==> config.mk <==
export PLATFORM = sky130hd
export DESIGN_NAME = serial_bank_switch_mapper_unit
export DESIGN_NICKNAME = d
export VERILOG_FILES = /design/src/hdl/sbsm_pkg.sv /design/src/hdl/sbsm_serial.sv /design/src/hdl/sbsm_map.sv /design/src/hdl/serial_bank_switch_mapper_unit.sv
export SDC_FILE = /design/constraint.sdc
export NUM_CORES = 1
export LEC_CHECK = 0
export BUFFER_PORTS_ARGS = -buffer_cell sky130_fd_sc_hd__buf_2
export CORE_MARGIN = 8
export CORE_UTILIZATION = 60
export CTS_CLUSTER_DIAMETER = 200
export DETAILED_ROUTE_END_ITERATION = 8
export PLACE_DENSITY = 0.91
export RECOVER_POWER = 50
export SLEW_MARGIN = 20
export SYNTH_ARGS = -nofsm -noshare
export SYNTH_HDL_FRONTEND = slang
export SYNTH_SLANG_ARGS = --single-unit
==> constraint.sdc <==
create_clock -name clk_i -period 4.88 [get_ports clk_i]
set_input_delay 1.464 -clock clk_i [delete_from_list [all_inputs] [get_ports clk_i]]
set_output_delay 1.464 -clock clk_i [all_outputs]
set_load 0.02 [all_outputs]
==> src/hdl/sbsm_pkg.sv <==
// Shared types and codes for the serial bank switch mapper.
// Used by every module of the block. It has no dependencies.
package sbsm_pkg;

  typedef enum logic [1:0] {
    OP_CPU_READ  = 2'd0,
    OP_CPU_WRITE = 2'd1,
    OP_VIDEO     = 2'd2,
    OP_UNUSED    = 2'd3
  } op_e;

  typedef enum logic [2:0] {
    TGT_NONE      = 3'd0,
    TGT_WORK_RAM  = 3'd1,
    TGT_PRG_ROM   = 3'd2,
    TGT_VIDEO     = 3'd3,
    TGT_NAMETABLE = 3'd4,
    TGT_MAPPER    = 3'd5
  } target_e;

  typedef enum logic [2:0] {
    LD_NONE    = 3'd0,
    LD_CONTROL = 3'd1,
    LD_VBANK0  = 3'd2,
    LD_VBANK1  = 3'd3,
    LD_PROGRAM = 3'd4
  } loaded_e;

  // configuration register index
  typedef enum logic [1:0] {
    CFG_VIDEO_MASK = 2'd0,
    CFG_ROM_512K   = 2'd1,
    CFG_LAST_BANK  = 2'd2,
    CFG_WRAM_MODE  = 2'd3
  } cfg_idx_e;

  // destination of a completed serial load, address bits 14..13
  typedef enum logic [1:0] {
    SEL_CONTROL = 2'd0,
    SEL_VBANK0  = 2'd1,
    SEL_VBANK1  = 2'd2,
    SEL_PROGRAM = 2'd3
  } port_sel_e;

  typedef enum logic [2:0] {
    WRAM_NONE = 3'd0,
    WRAM_8K   = 3'd1,
    WRAM_16K  = 3'd2,
    WRAM_32K  = 3'd3,
    WRAM_DUAL = 3'd4
  } wram_mode_e;

  localparam logic [2:0] ShiftLen     = 3'd5;
  localparam logic [4:0] CtrlReset    = 5'h0C;
  localparam logic [4:0] CtrlPrgModes = 5'h0C;
  localparam logic [7:0] VideoTopPage = 8'h3F;

  typedef struct packed {
    logic [4:0] video_mask;
    logic       rom_512k;
    logic [4:0] top_bank;
    logic [2:0] wram_mode;
  } cfg_t;

  typedef struct packed {
    logic [4:0] control;
    logic [4:0] vbank0;
    logic [4:0] vbank1;
    logic [4:0] prog_sel;
  } regs_t;

endpackage

==> src/hdl/sbsm_serial.sv <==
// Serial register port: five-write shifter, write spacing check and bank registers.
// Depends on sbsm_pkg.
module sbsm_serial (
  input  logic                 clk_i,
  input  logic                 rst_ni,
  input  logic                 wr_en_i,
  input  logic [15:0]          addr_i,
  input  logic [7:0]           value_i,
  input  logic [63:0]          now_i,
  output sbsm_pkg::regs_t      regs_o,
  output logic [4:0]           control_next_o,
  output sbsm_pkg::loaded_e    loaded_o
);

  logic [2:0]      cnt_q, cnt_d, cnt_inc;
  logic [4:0]      bits_q, bits_d, bits_new;
  // time of the previous serial data write (bit 7 clear) plus one, wrapping at 64 bits
  logic [63:0]     last_q, last_d;
  sbsm_pkg::regs_t regs_q, regs_d;

  always_comb begin
    cnt_d    = cnt_q;
    bits_d   = bits_q;
    last_d   = last_q;
    regs_d   = regs_q;
    loaded_o = sbsm_pkg::LD_NONE;
    cnt_inc  = 3'(cnt_q + 3'd1);
    bits_new = bits_q | (5'(value_i[0]) << cnt_q);
    if (wr_en_i) begin
      if (value_i[7]) begin
        cnt_d          = '0;
        bits_d         = '0;
        regs_d.control = regs_q.control | sbsm_pkg::CtrlPrgModes;
      end else begin
        last_d = 64'(now_i + 64'd1);
        // writes on adjacent cycles are dropped
        if (last_q < now_i) begin
          if (cnt_inc == sbsm_pkg::ShiftLen) begin
            cnt_d  = '0;
            bits_d = '0;
            unique case (sbsm_pkg::port_sel_e'(addr_i[14:13]))
              sbsm_pkg::SEL_CONTROL: begin
                regs_d.control = bits_new;
                loaded_o       = sbsm_pkg::LD_CONTROL;
              end
              sbsm_pkg::SEL_VBANK0: begin
                regs_d.vbank0 = bits_new;
                loaded_o      = sbsm_pkg::LD_VBANK0;
              end
              sbsm_pkg::SEL_VBANK1: begin
                regs_d.vbank1 = bits_new;
                loaded_o      = sbsm_pkg::LD_VBANK1;
              end
              default: begin
                regs_d.prog_sel = bits_new;
                loaded_o        = sbsm_pkg::LD_PROGRAM;
              end
            endcase
          end else begin
            cnt_d  = cnt_inc;
            bits_d = bits_new;
          end
        end
      end
    end
  end

  always_ff @(posedge clk_i or negedge rst_ni) begin
    if (!rst_ni) begin
      cnt_q           <= '0;
      bits_q          <= '0;
      last_q          <= 64'd1;
      regs_q.control  <= sbsm_pkg::CtrlReset;
      regs_q.vbank0   <= '0;
      regs_q.vbank1   <= '0;
      regs_q.prog_sel <= '0;
    end else begin
      cnt_q  <= cnt_d;
      bits_q <= bits_d;
      last_q <= last_d;
      regs_q <= regs_d;
    end
  end

  assign regs_o         = regs_q;
  assign control_next_o = regs_d.control;

endmodule

==> src/hdl/sbsm_map.sv <==
// Address decode and bank mapping for work RAM, program ROM and video memory.
// Depends on sbsm_pkg.
module sbsm_map (
  input  logic [1:0]       op_i,
  input  logic [15:0]      addr_i,
  input  sbsm_pkg::cfg_t   cfg_i,
  input  sbsm_pkg::regs_t  regs_i,
  output logic [2:0]       target_o,
  output logic [18:0]      mapped_addr_o
);

  logic [1:0]  wram_bank;
  logic [14:0] wram_addr;
  logic        ext;
  logic [4:0]  sel, first, last, rom_bank;
  logic [18:0] prg_addr;
  logic [4:0]  vb_lo_m, vb_hi_m, vb_4k;
  logic [16:0] vid_addr;

  always_comb begin
    unique case (sbsm_pkg::wram_mode_e'(cfg_i.wram_mode))
      sbsm_pkg::WRAM_DUAL: wram_bank = {1'b0, regs_i.vbank0[4]};
      sbsm_pkg::WRAM_16K:  wram_bank = {1'b0, regs_i.vbank0[3]};
      sbsm_pkg::WRAM_32K:  wram_bank = regs_i.vbank0[3:2];
      default:             wram_bank = 2'd0;
    endcase
    wram_addr = {wram_bank, addr_i[12:0]};
  end

  always_comb begin
    ext   = cfg_i.rom_512k & regs_i.vbank0[4];
    sel   = {ext, regs_i.prog_sel[3:0]};
    first = {ext, 4'd0};
    last  = cfg_i.top_bank & {ext, 4'hF};
    rom_bank = sel;
    if (regs_i.control[3:2] == 2'd2 && !addr_i[14]) begin
      rom_bank = first;
    end else if (regs_i.control[3:2] == 2'd3 && addr_i[14]) begin
      rom_bank = last;
    end
    // 32K modes ignore the low bank bit
    if (!regs_i.control[3]) begin
      prg_addr = {sel[4:1], addr_i[14:0]};
    end else begin
      prg_addr = {rom_bank, addr_i[13:0]};
    end
  end

  always_comb begin
    vb_lo_m = regs_i.vbank0 & cfg_i.video_mask;
    vb_hi_m = regs_i.vbank1 & cfg_i.video_mask;
    vb_4k   = addr_i[12] ? vb_hi_m : vb_lo_m;
    if (!regs_i.control[4]) begin
      vid_addr = {vb_lo_m[4:1], addr_i[12:0]};
    end else begin
      vid_addr = {vb_4k, addr_i[11:0]};
    end
  end

  always_comb begin
    target_o      = sbsm_pkg::TGT_NONE;
    mapped_addr_o = '0;
    unique case (sbsm_pkg::op_e'(op_i))
      sbsm_pkg::OP_CPU_READ, sbsm_pkg::OP_CPU_WRITE: begin
        if (addr_i[15]) begin
          if (op_i == sbsm_pkg::OP_CPU_READ) begin
            target_o      = sbsm_pkg::TGT_PRG_ROM;
            mapped_addr_o = prg_addr;
          end else begin
            target_o = sbsm_pkg::TGT_MAPPER;
          end
        end else if (addr_i[14:13] == 2'b11 && cfg_i.wram_mode != sbsm_pkg::WRAM_NONE) begin
          target_o      = sbsm_pkg::TGT_WORK_RAM;
          mapped_addr_o = 19'(wram_addr);
        end
      end
      sbsm_pkg::OP_VIDEO: begin
        if (addr_i[15:13] == 3'd0) begin
          target_o      = sbsm_pkg::TGT_VIDEO;
          mapped_addr_o = 19'(vid_addr);
        end else if (addr_i[15:8] < sbsm_pkg::VideoTopPage) begin
          target_o = sbsm_pkg::TGT_NAMETABLE;
        end
      end
      default: begin
        target_o = sbsm_pkg::TGT_NONE;
      end
    endcase
  end

endmodule

==> src/hdl/serial_bank_switch_mapper_unit.sv <==
// Top level of the serial bank switch mapper: input register, mapping, result register.
// Depends on sbsm_pkg, sbsm_serial and sbsm_map.
//
// Usage: every bus access is one transaction on the input channel (in_valid_i /
// in_ready_o): op, bus address, written byte and CPU cycle count. Each access
// produces exactly one result transaction on the output channel (out_valid_o /
// out_ready_i): target memory, offset inside it, current mirroring code and the
// register loaded by this access, if any.
// The result passes through the input register and then the result register
// before it is offered on the output channel.
// Throughput is one transaction per cycle while the receiver does not stall; the
// mapping and the serial port update sit between those two registers.
// When the receiver stalls, the result register holds and the input register
// fills; in_ready_o drops only when both are occupied, so no transaction is lost.
// Configuration writes (cfg_we_i, cfg_index_i, cfg_wdata_i) take effect on the
// next cycle and are meant to be issued while no transaction is in flight.
// Reset empties both registers, clears the serial shifter and bank registers,
// sets the control register to its program-mode default and loads the default
// configuration.
module serial_bank_switch_mapper_unit (
  input  logic        clk_i,
  input  logic        rst_ni,
  input  logic        cfg_we_i,
  input  logic [1:0]  cfg_index_i,
  input  logic [4:0]  cfg_wdata_i,
  input  logic        in_valid_i,
  output logic        in_ready_o,
  input  logic [1:0]  op_i,
  input  logic [15:0] bus_addr_i,
  input  logic [7:0]  write_value_i,
  input  logic [63:0] cpu_cycle_i,
  output logic        out_valid_o,
  input  logic        out_ready_i,
  output logic [2:0]  target_o,
  output logic [18:0] mapped_addr_o,
  output logic [1:0]  mirroring_o,
  output logic [2:0]  loaded_register_o
);

  sbsm_pkg::cfg_t    cfg_q;
  sbsm_pkg::regs_t   regs;
  sbsm_pkg::loaded_e loaded;

  logic        in_valid_q;
  logic [1:0]  op_q;
  logic [15:0] addr_q;
  logic [7:0]  wval_q;
  logic [63:0] cyc_q;

  logic        out_valid_q;
  logic [2:0]  target_q;
  logic [18:0] mapped_q;
  logic [1:0]  mirror_q;
  logic [2:0]  loaded_q;

  logic        advance, fire, ser_wr;
  logic [4:0]  control_next;
  logic [2:0]  target;
  logic [18:0] mapped;

  assign advance    = !out_valid_q || out_ready_i;
  assign fire       = in_valid_q && advance;
  assign in_ready_o = !in_valid_q || advance;
  assign ser_wr     = fire && op_q == sbsm_pkg::OP_CPU_WRITE && addr_q[15];

  always_ff @(posedge clk_i or negedge rst_ni) begin
    if (!rst_ni) begin
      cfg_q.video_mask <= 5'd31;
      cfg_q.rom_512k   <= 1'b0;
      cfg_q.top_bank   <= 5'd15;
      cfg_q.wram_mode  <= sbsm_pkg::WRAM_8K;
    end else if (cfg_we_i) begin
      unique case (sbsm_pkg::cfg_idx_e'(cfg_index_i))
        sbsm_pkg::CFG_VIDEO_MASK: cfg_q.video_mask <= cfg_wdata_i;
        sbsm_pkg::CFG_ROM_512K:   cfg_q.rom_512k   <= cfg_wdata_i[0];
        sbsm_pkg::CFG_LAST_BANK:  cfg_q.top_bank   <= cfg_wdata_i;
        default:                  cfg_q.wram_mode  <= cfg_wdata_i[2:0];
      endcase
    end
  end

  always_ff @(posedge clk_i or negedge rst_ni) begin
    if (!rst_ni) begin
      in_valid_q <= 1'b0;
    end else if (in_ready_o) begin
      in_valid_q <= in_valid_i;
    end
  end

  always_ff @(posedge clk_i) begin
    if (in_ready_o && in_valid_i) begin
      op_q   <= op_i;
      addr_q <= bus_addr_i;
      wval_q <= write_value_i;
      cyc_q  <= cpu_cycle_i;
    end
  end

  sbsm_serial u_serial (
    .clk_i          (clk_i),
    .rst_ni         (rst_ni),
    .wr_en_i        (ser_wr),
    .addr_i         (addr_q),
    .value_i        (wval_q),
    .now_i          (cyc_q),
    .regs_o         (regs),
    .control_next_o (control_next),
    .loaded_o       (loaded)
  );

  sbsm_map u_map (
    .op_i          (op_q),
    .addr_i        (addr_q),
    .cfg_i         (cfg_q),
    .regs_i        (regs),
    .target_o      (target),
    .mapped_addr_o (mapped)
  );

  always_ff @(posedge clk_i or negedge rst_ni) begin
    if (!rst_ni) begin
      out_valid_q <= 1'b0;
    end else if (advance) begin
      out_valid_q <= in_valid_q;
    end
  end

  always_ff @(posedge clk_i) begin
    if (fire) begin
      target_q <= target;
      mapped_q <= mapped;
      mirror_q <= control_next[1:0];
      loaded_q <= loaded;
    end
  end

  assign out_valid_o       = out_valid_q;
  assign target_o          = target_q;
  assign mapped_addr_o     = mapped_q;
  assign mirroring_o       = mirror_q;
  assign loaded_register_o = loaded_q;

endmodule

### Word-level counts from Yosys, hierarchy flattened

Cells that the tools add are included.

* add/subtract/negate cells: 2
* order comparisons: 2
* eq/ne operators: 13
* shift-type cells: 1
* muxes and demuxes: 33
* bitwise operators: 11
* reduce and logical (&&, ||, !) cells: 35

Operators with widths (count)
* $mux W19: 5
* $add A64 B1 Y64 const B: 1
* $lt A64 B64 Y1: 1
* $mux W17: 3
* $mux W5: 9
* $pmux W19 S2: 1
* $mux W15: 2
* $mux W3: 7
* $reduce_and A5 Y1: 4
* $and A5 B5 Y5: 3
* $eq A2 B2 Y1 const B: 6
* $reduce_and A2 Y1: 6
* $pmux W3 S3: 1
* $lt A8 B6 Y1 const B: 1
* $mux W4: 2
* $logic_and A1 B1 Y1: 7
* $eq A2 B1 Y1 const B: 3
* $eq A3 B2 Y1 const B: 2
* $eq A3 B3 Y1 const B: 2
* $logic_not A2 Y1: 3
* $not A1 Y1: 6
* $pmux W2 S3: 1
* $pmux W3 S2: 1
* $reduce_bool A2 Y1: 3
* other kinds (13): 17

* bits in registers: 225
* word-level logic and storage cells: 120

### Depth between registers and ports, before layout

* depth in word-level cells: 8
* mapped depth: 11
* depth with buffers taken out: 10

### Cells and area by module

From an unflattened synthesis, not the netlist that was laid out.

* cell total of the unflattened synthesis: 992
* area, all modules: 11189.5 um2

Modules (own cells, without submodules)
* sbsm_serial: instances 1, cells each 744, area each 6453.7 um2
* serial_bank_switch_mapper_unit: instances 1, cells each 160, area each 4175.3 um2
* sbsm_map: instances 1, cells each 88, area each 560.5 um2

### Worst setup path after synthesis

OpenSTA, ideal clock, no wires.

* path kind: input port to flip-flop
* from: input out_ready_i
* to: register addr_q[0] (enable)
* data arrival time: 3.721 ns
* data required time: 4.429 ns
* slack: 0.708 ns
* stages on the path: 2
* cells stage by stage: nand3b_1 > and2_1

* cells in the longest elaborated chain, start to end: 3

Ends and longest elaborated chain
* from (decl): RTL line serial_bank_switch_mapper_unit.sv:33 `input logic out_ready_i,`
* $logic_or A1 B1 Y1: RTL line serial_bank_switch_mapper_unit.sv:61 `assign advance = !out_valid_q || out_ready_i;`
* $logic_or A1 B1 Y1: RTL line serial_bank_switch_mapper_unit.sv:63 `assign in_ready_o = !in_valid_q || advance;`
* $logic_and A1 B1 Y1: RTL line serial_bank_switch_mapper_unit.sv:91 `if (in_ready_o && in_valid_i) begin`
* to (signal assigned): RTL line serial_bank_switch_mapper_unit.sv:93 `addr_q <= bus_addr_i;`
* to (decl): RTL line serial_bank_switch_mapper_unit.sv:46 `logic [15:0] addr_q;`

Every way passes these cells.
A chain may end at the register's enable or synchronous reset.

### Worst setup path in the final report

* from: input out_ready_i
* to: register cyc_q[37] (enable)

* cells in the longest elaborated chain, start to end: 3

Ends and longest elaborated chain
* $logic_or A1 B1 Y1: RTL line serial_bank_switch_mapper_unit.sv:61
* $logic_or A1 B1 Y1: RTL line serial_bank_switch_mapper_unit.sv:63
* $logic_and A1 B1 Y1: RTL line serial_bank_switch_mapper_unit.sv:91
* to (signal assigned): RTL line serial_bank_switch_mapper_unit.sv:95 `cyc_q <= cpu_cycle_i;`
* to (decl): RTL line serial_bank_switch_mapper_unit.sv:48 `logic [63:0] cyc_q;`

Every way passes these cells.

==> flow_summary.toml <==
[clocking]
cts_buffers = 23
clk_pin_slew_ps = 60
post-cts-setup-buffer-count = 0
cts.sinks = 218
postCtsResizedCells = 0
postCtsHoldBufs = 0
clock_latency_ps = 510
cts_buffer_depth = 3
cts_tree = "done"
h-tree-depth = 1
cts-root-buf = "clkbuf_16"

[floorplan]
ios = 131
die_x_um = 150
dieArea_um2 = 22500
core_um2 = 17800
core.rowCount = 49
dieHeight_um = 150
start_util_pct = 60.5

[setup_path]
crit_path_max_fanout = 52
critPathRequiredTime_ps = 5060
critPathLaunchType = "primary input"
r2r_end = "u_serial.regs_o[0]"
reg2reg_slack_ps = 1400
crit_path_start = "out_ready_i"
rr_worst_depth = 11
cp-end-kind = "register"
crit_arrival_ps = 3860
regToRegStartpoint = "cyc_q[63]"
criticalPathCategory = "primary input to register"

[grt]
grt_pass1_vias = 8147
grt_pass1_wl_um = 38900
grt_usage_pct = 21.4
grt-ovfl-total = 0
antenna_found_initial = 0
grt_start_max_net_pins = 88

[finish]
fill_cells = 1182
stdcell_count = 1328
final_cell_mix = "buf_2, nand2_1, edfxtp_1, dfrtp_1, o21ai_0"
area_delta_synth_final_pct = 15.1
drive_gt1_share_pct = 19.3
final_common_cell = "buf_2"
antennaDiodeCount = 0
nets = 1254

[sta]
fmax_mhz = 272
slew_viol_final = 33
fin_hold_ws_ps = 483
finalClockSkew_ps = 13.5
setup_viol = 0
finalCriticalPeriod_ps = 3680
relSlewSlack_pct = -67.3
grt_setup_unrepaired = "no"
hold_viol_final = 0
setup_tns_ps = 0
period_share_pct = 75.4
tightestPinTransition_ps = 2510

[routing]
dr.pass1.iters = 7
drc = 0
wire_per_inst_um = 17.9
drt-initial-drc-count = 729
viasPerCell = 5.82
vias = 7735
antenna_left = 0
wl_um = 23800

[synth]
netlist.area_leader.share_pct = 31.0
synth_edf_count = 111
synth_nets = 1123
ys_ff_latch = 218
syn_area_um2 = 10800
netlist_instances = 951
yosys_warnings = 0
async_reset_ff_share_pct = 49.1
syn_avg_cell_area_um2 = 11.3
netlist-cell-type-count = 65
ys.flop_type = "edfxtp_1"
yosys-top-cells-area = "edfxtp_1, dfrtp_1, ha_1"
synth-seq-area-share_pct = 56.0
synth_top_area_cell = "edfxtp_1"

[pwr]
p_leak_nw = 5.44
clkPwrFrac_pct = 33.9
p_seq_share_pct = 48.0
combPwrFrac_pct = 18.0
internal_power_mw = 3.67
switchingPower_mw = 1.45
power_density_nw_per_um2 = 413
switching_share_pct = 28.4
peakVddDrop_uv = 345

[flow_run]
cap_violations = 1

[worst_hold_path]
hold_class = "register to register"
whs_endpoint = "u_serial.last_q[1]"
hp-start = "u_serial.last_q[1]"
holdPathStages = 2

[placed_design]
placedCellCount = 1285
dpl.hpwl_um = 16600
gp_congestion = 0.864
port_buffers = 124

[run_status]
status = "finished, violations left"
violations = "capacitance limit, slew limit"
-- metal layers --
| layer | GRT usage (%) | share of wire (%) |
|---|---|---|
| met5 | 0 | 0 |
| met4 | 10.0 | 3.7 |
| met1 | 24.9 | 39 |
| met2 | 38.3 | 52 |
| met3 | 3.36 | 5.8 |
-- worst max-delay path by stage --
stage | end | slack [ps] | cells after the start
after CTS | in_ready_o | 1470 | 3
after global routing | cyc_q[2] | 1020 | 4
final | cyc_q[37] | 1200 | 4
after floorplan | addr_q[0] | 710 | 2
after detailed placement | u_serial.regs_o[10] | 1430 | 9
after global placement | in_ready_o | 1480 | 3
-- state kept, by name (all words and copies together), names as in the netlist, 3 cells and up --
| register | count |
|---|---|
| u_serial.regs_o | 19 |
| cyc_q | 64 |
| u_serial.bits_q | 5 |
| target_o | 3 |
| addr_q | 16 |
| loaded_register_o | 3 |
| u_serial.cnt_q | 3 |
| cfg_q | 14 |
| mapped_addr_o | 19 |
| u_serial.last_q | 64 |
-- logic make-up (layout without fill, tap and decap cells) --
| kind of cell | count (synthesis) | in the layout | share of synthesized area, % |
|---|---|---|---|
| compound gates | 167 | 167 | 9.34 |
| mux | 31 | 31 | 3.16 |
| flops | 218 | 218 | 56.0 |
| simple gates | 296 | 296 | 14.4 |
| xor+xnor | 63 | 63 | 5.13 |
| buf+inv | 106 | 254 | 3.86 |
| fa+ha+maj | 70 | 70 | 8.14 |
-- power groups by stage --
stage          clock network, mW  logic, mW  registers (mW)
2_1_floorplan                  0      0.648            2.43
3_3_place_gp                   0      0.844            2.46
3_5_place_dp                   0      0.903            2.48
4_1_cts                     1.77      0.921            2.45
5_1_grt                     1.83       1.05            2.49
6_report                    1.74      0.923            2.46
-- area by class of cell --
| cell class | count | area [um2] | share of cell area (%) |
|---|---|---|---|
| sequential | 218 | 6030 | 48.7 |
| multi-input combinational | 627 | 4330 | 34.9 |
| timing repair buffer | 131 | 692 | 5.59 |
| clock buffer | 27 | 591 | 4.77 |
| inverter | 81 | 304 | 2.46 |
| tap | 229 | 287 | 2.31 |
| clock inverter | 15 | 156 | 1.26 |
-- cells in the mapped netlist (2+ instances only) --
cell,number
nor2b_1,16
edfxtp_1,111
nand4_2,3
nand4_1,25
or2_2,2
inv_1,81
a211oi_1,6
and2_1,6
and3_1,10
buf_6,2
dfrtp_1,94
a31oi_1,10
nand2_1,112
clkbuf_1,21
nor3_1,20
mux2i_1,7
dfstp_2,13
a22oi_1,4
xnor2_1,62
nor2_1,35
buf_2,2
a21o_1,4
nand3_1,35
nor4_1,4
a41oi_1,5
o211ai_1,2
o2bb2ai_1,4
nand2b_1,7
mux2_2,24
nor3_4,2
o21ai_0,86
and4_1,4
nand3b_1,3
a221oi_1,5
a21oi_1,24
ha_1,70
o31ai_1,2
-- critical path: stages --
cell and delay [ps]:
buf_2 80, nand3b_1 130, and2_0 1830, buf_16 300
-- metrics by stage --
stage / power (mW) / setup WS [ps] / utilization [%] / cell area, um2
finish: 5.12 / 1200 / 69.7 / 12400
global route: 5.38 / 1020 / 69.7 / 12400
CTS: 5.14 / 1470 / 69.6 / 12400
detailed placement: 3.38 / 1430 / 65.4 / 11600
global placement: 3.31 / 1480 / 65.4 / 11600
floorplan: 3.08 / 708 / - / 10800
Power figures use the tool's default switching activity.
